==> config.mk <==
export PLATFORM = sky130hd
export DESIGN_NAME = ey2q_reduce
export DESIGN_NICKNAME = d
export VERILOG_FILES = /design/src/sv/ey2q_pkg.sv /design/src/sv/ey2q_reduce.sv
export SDC_FILE = /design/constraint.sdc
export NUM_CORES = 1
export LEC_CHECK = 0
export BUFFER_PORTS_ARGS = -buffer_cell sky130_fd_sc_hd__buf_2
export CORE_ASPECT_RATIO = 1.2
export CORE_MARGIN = 2
export CORE_UTILIZATION = 44
export DETAILED_ROUTE_END_ITERATION = 16
export PLACE_DENSITY = 0.7
export SYNTH_ARGS = -nofsm -noshare
export SYNTH_HDL_FRONTEND = slang
export SYNTH_SLANG_ARGS = --single-unit
==> constraint.sdc <==
create_clock -name clock -period 12.08 [get_ports clock]
set_clock_uncertainty 0.15 [all_clocks]
set_input_delay 1.208 -clock clock [delete_from_list [all_inputs] [get_ports clock]]
set_output_delay 1.208 -clock clock [all_outputs]
set_load 0.02 [all_outputs]
==> src/sv/ey2q_pkg.sv <==
// ----------------------------------------------------------------------------
// ey2q_pkg
// Shared types and constants of the YXZ Euler angle to quaternion converter.
// ----------------------------------------------------------------------------
package ey2q_pkg;

   // Half angle circle in 1/128 degree units (same count as 360 deg in 1/64)
   localparam int FULL_TURN   = 23040;
   localparam int HALF_TURN   = 11520;
   localparam int OCTANT      = 5760;
   localparam int TURN_LOW    = 9;        // FULL_TURN = 45 << 9
   localparam int TURN_ODD    = 45;
   localparam int MOD_SHIFT   = 30;
   localparam int MOD_RECIP   = 23860930; // ceil(2^30 / 45)

   // radians per 1/128 degree, Q32
   localparam int RAD_PER_UNIT = 585635;

   localparam int TERMS = 6;

   // Series divisors split into a power of two and an odd part
   localparam int SIN_SHIFT [TERMS] = '{1, 2, 1, 3, 1, 2};
   localparam int SIN_ODD   [TERMS] = '{3, 5, 21, 9, 55, 39};
   localparam int COS_SHIFT [TERMS] = '{1, 2, 1, 3, 1, 2};
   localparam int COS_ODD   [TERMS] = '{1, 3, 15, 7, 45, 33};

   localparam int REDUCE_LAT = 4;
   localparam int TERM_LAT   = 4;
   localparam int SINCOS_LAT = 2 + TERMS * TERM_LAT + 1;
   localparam int QUAT_LAT   = 6;

   typedef struct packed {
      logic upper;   // half angle in [90, 180) degrees
      logic swap;    // octant mirrored: sine and cosine exchanged
   } fold_type;

endpackage

==> src/sv/ey2q_reduce.sv <==
// ----------------------------------------------------------------------------
// ey2q_reduce
// Reduces one angle modulo the full turn and folds it onto the first octant.
// ----------------------------------------------------------------------------
module ey2q_reduce #(
   parameter int ANGLE_WIDTH = 16
) (
   input  logic                   clock,
   input  logic                   reset,
   input  logic                   in_valid,
   input  logic [ANGLE_WIDTH-1:0] angle,
   output logic                   out_valid,
   output logic [12:0]            out_u,
   output ey2q_pkg::fold_type     out_fold
);

   localparam int UW = (ANGLE_WIDTH + 1 > 17) ? ANGLE_WIDTH + 1 : 17;
   localparam int NB = UW - ey2q_pkg::TURN_LOW;
   localparam longint OFF_L = ((64'd1 << (ANGLE_WIDTH - 1)) + ey2q_pkg::FULL_TURN - 1)
                              / ey2q_pkg::FULL_TURN * ey2q_pkg::FULL_TURN;
   localparam logic [UW-1:0] OFF = UW'(OFF_L);
   localparam logic [24:0] RECIP = 25'(ey2q_pkg::MOD_RECIP);

   logic [2:0]    valid_ff, valid_in;
   logic [UW-1:0] ua_ff, ua_in;
   logic [UW-1:0] ua2_ff;
   logic [NB-1:0] q_ff, q_in;
   logic [NB+24:0] q_prod;
   logic [NB-1:0] n2, rem, rem_fix;
   logic [14:0]   h_ff, h_in;
   logic [13:0]   g;
   logic          upper;
   logic [12:0]   u_ff, u_in;
   ey2q_pkg::fold_type fold_ff, fold_in;
   logic          out_valid_ff;

   // offset by a multiple of the turn so the value is never negative
   assign ua_in = {{(UW - ANGLE_WIDTH){angle[ANGLE_WIDTH-1]}}, angle} + OFF;

   assign q_prod = (NB + 25)'(ua_ff[UW-1:ey2q_pkg::TURN_LOW]) * (NB + 25)'(RECIP);
   assign q_in   = NB'(q_prod >> ey2q_pkg::MOD_SHIFT);

   assign n2      = ua2_ff[UW-1:ey2q_pkg::TURN_LOW];
   assign rem     = n2 - NB'(q_ff * NB'(ey2q_pkg::TURN_ODD));
   assign rem_fix = (rem >= NB'(ey2q_pkg::TURN_ODD)) ? rem - NB'(ey2q_pkg::TURN_ODD) : rem;
   assign h_in    = {6'(rem_fix), ua2_ff[ey2q_pkg::TURN_LOW-1:0]};

   always_comb begin
      upper = (h_ff >= 15'(ey2q_pkg::HALF_TURN));
      g     = upper ? 14'(h_ff - 15'(ey2q_pkg::HALF_TURN)) : h_ff[13:0];
      fold_in.upper = upper;
      fold_in.swap  = (g > 14'(ey2q_pkg::OCTANT));
      u_in  = fold_in.swap ? 13'(14'(ey2q_pkg::HALF_TURN) - g) : g[12:0];
   end

   assign valid_in = {valid_ff[1:0], in_valid};

   always_ff @(posedge clock) begin
      if (reset) begin
         valid_ff     <= '0;
         out_valid_ff <= 1'b0;
      end else begin
         valid_ff     <= valid_in;
         out_valid_ff <= valid_ff[2];
      end
   end

   always_ff @(posedge clock) begin
      ua_ff   <= ua_in;
      ua2_ff  <= ua_ff;
      q_ff    <= q_in;
      h_ff    <= h_in;
      u_ff    <= u_in;
      fold_ff <= fold_in;
   end

   assign out_valid = out_valid_ff;
   assign out_u     = u_ff;
   assign out_fold  = fold_ff;

endmodule

==> impl_metrics.toml <==
[sta]
fmax_mhz = 238.8
post-route-period-util = 0.3466
tns_ns = 0
rsz0062_at_grt = "false"
hold_slack_ns = 0.1747
slew_violations = 0
finalHoldViolations = 0
tightestPinTransition_ns = 0.5387
slew_headroom = 0.6409
setup_viol = 0
period_needed_ns = 4.187

[floorplan]
start_util = 0.4468
fp.dieArea_sq_mm = 0.01031
io_pins = 35
die_w_um = 93.05
row_count = 39
fp.coreArea_sq_mm = 0.009369
die_h_um = 110.9

[yosys]
yosysTopAreaCell = "dfxtp_1"
syn_inst = 403
ys_dominant_reg_cell = "dfxtp_1"
synth_fp_nets = 513
synthArstFlopShare = 0
yosys_register_bits = 71
yosysUniqueCellTypes = 47
synthTopCellsByArea = "dfxtp_1, ha_1, fa_1"
yosysSeqAreaShare = 0.3395
synth_edf_count = 0
avgSynthCellArea_sq_um = 10.39
synth_top_area_frac = 0.3395
yosys_warnings = 0
synthesis.area_sq_mm = 0.004187

[clock_network]
clockRootBuffer = "clkbuf_16"
cts_hold_buf = 0
clk_pin_slew_ns = 0.06
htreeDepth = 3
post_cts_buffers = 0
insertion_delay_ns = 0.33
cts_tree = "done"
clock_path_buffers = 2
ctsResizeCount = 0
clkSinkCount = 71
numCtsBuffers = 9

[hold_path]
hold_depth = 0
min_to = "h_ff[5]"
hold_class = "reg -> reg"
min_from = "ua2_ff[5]"

[place]
place_area_sq_mm = 0.004499
portBuffers = 34
dp_hpwl_mm = 6.076
globalplace.congestion = 0.8685

[routing]
vias = 2850
avgRoutedWirePerCell_um = 12.86
final_antenna_net_count = 0
viasPerCell = 4.957
drt_iter0_drc = 67
dr.pass1.iters = 4
wl_mm = 7.395
drc = 0

[worst_setup_path]
r2r_slack_ns = 7.89
setup.worst_path.end_class = "flip-flop"
cp-start-kind = "flip-flop"
r2r-start = "ua_ff[15]"
cp_max_fo = 6
r2r-end = "q_ff[2]"
reg2reg_depth = 14
arrival_ns = 4.31
cp.required_ns = 12.21
worstSetupPathType = "reg -> reg"

[global_routing]
antenna_found_initial = 0
grt_pass1_vias = 2961
grt_pass1_wl_mm = 12.65
grt_max_degree = 15
grt_usage = 0.1586
grt_overflow = 0

[flow_run]
max_cap_viol_count = 0

[cells_and_area]
fin_area_sq_mm = 0.004780
layout_commonest_cell = "inv_1"
drive_gt1_frac = 0.1350
areaGrowthSynthToFinish_pct = 14.17
layout_common_cells = "inv_1, dfxtp_1, ha_1"
diodes = 0
fin_nets = 557
fin_util = 0.5102

[outcome]
status = "completed"
flip-flops by register name (all words and copies together), names as in the netlist:
| register | flops |
|---|---|
| ua2_ff | 17 |
| ua_ff | 17 |
| h_ff | 15 |
| out_u | 13 |
| q_ff | 3 |
| valid_ff | 3 |
| out_fold | 2 |
| out_valid | 1 |
cell type report:
| type | count | area [sq um] |
|---|---|---|
| fill | 869 | 4589 |
| multi-input combinational | 257 | 2476 |
| sequential | 71 | 1421 |
| inverter | 74 | 277.8 |
| clock buffer | 9 | 225.2 |
| timing repair buffer | 34 | 170.2 |
| tap | 123 | 153.9 |
| clock inverter | 7 | 55.05 |
cells by family (layout without fill, tap and decap cells):
family                     after synthesis  count (layout)  synth area share
AOI/OAI and AO/OA                       61              61            0.1013
muxes                                    7               7           0.01763
adders and majority gates               91              91            0.3132
DFF                                     71              71            0.3395
buffers and inverters                   75             124           0.06904
xor gates and xnor gates                30              30           0.06455
and+or+nand+nor                         68              68           0.09474
worst max-delay path by stage:
stage | from | endpoint | slack [ns]
after floorplan | ua_ff[15] | q_ff[2] | 8.06
after global placement | ua_ff[15] | q_ff[2] | 7.93
after detailed placement | ua_ff[15] | q_ff[2] | 7.86
after CTS | ua_ff[15] | q_ff[2] | 7.86
after global routing | ua_ff[15] | q_ff[2] | 7.66
final | ua_ff[15] | q_ff[2] | 7.89
cells in the mapped netlist, drive strengths merged (3+ instances only):
library cell  instances
a21o                  9
nand3                 8
a211oi                3
nand4                 4
dfxtp                71
a21oi                16
o31ai                10
mux2                  3
fa                   23
inv                  74
nor2                  9
ha                   68
nor2b                 5
xnor2                24
nand2b                5
nor3b                 3
xor2                  6
mux2i                 4
nand2                12
or3                   5
o21ai                 9
nor3                  8
through the flow:
stage	std cells	worst slack, ns
2_1_floorplan	403	8.056
3_3_place_gp	559	7.928
3_5_place_dp	559	7.857
4_1_cts	575	7.861
5_1_grt	575	7.660
6_report	575	7.893
worst max-delay path, stage by stage (launching register included):
cell and delay (ns):
dfxtp_1 0.43, inv_1 0.07, ha_1 0.33, fa_1 0.51, fa_1 0.52, fa_1 0.55
inv_1 0.04, ha_1 0.29, a21o_1 0.18, a21o_1 0.18, a21oi_1 0.11, o41ai_1 0.09
and4_1 0.25, or3_1 0.37, nand3_1 0.07
routing by layer:
metal,up-vias,wire length (um),GRT usage
met4,0,238,0.09314
met3,20,234,0.03603
met1,1334,2957,0.1599
met5,-,0,0
met2,52,3964,0.2913
li1,1444,-,-
Power is left out: the tool's default activity adds up to more than one toggle a clock period on the data nets, which glitch-free logic cannot reach.
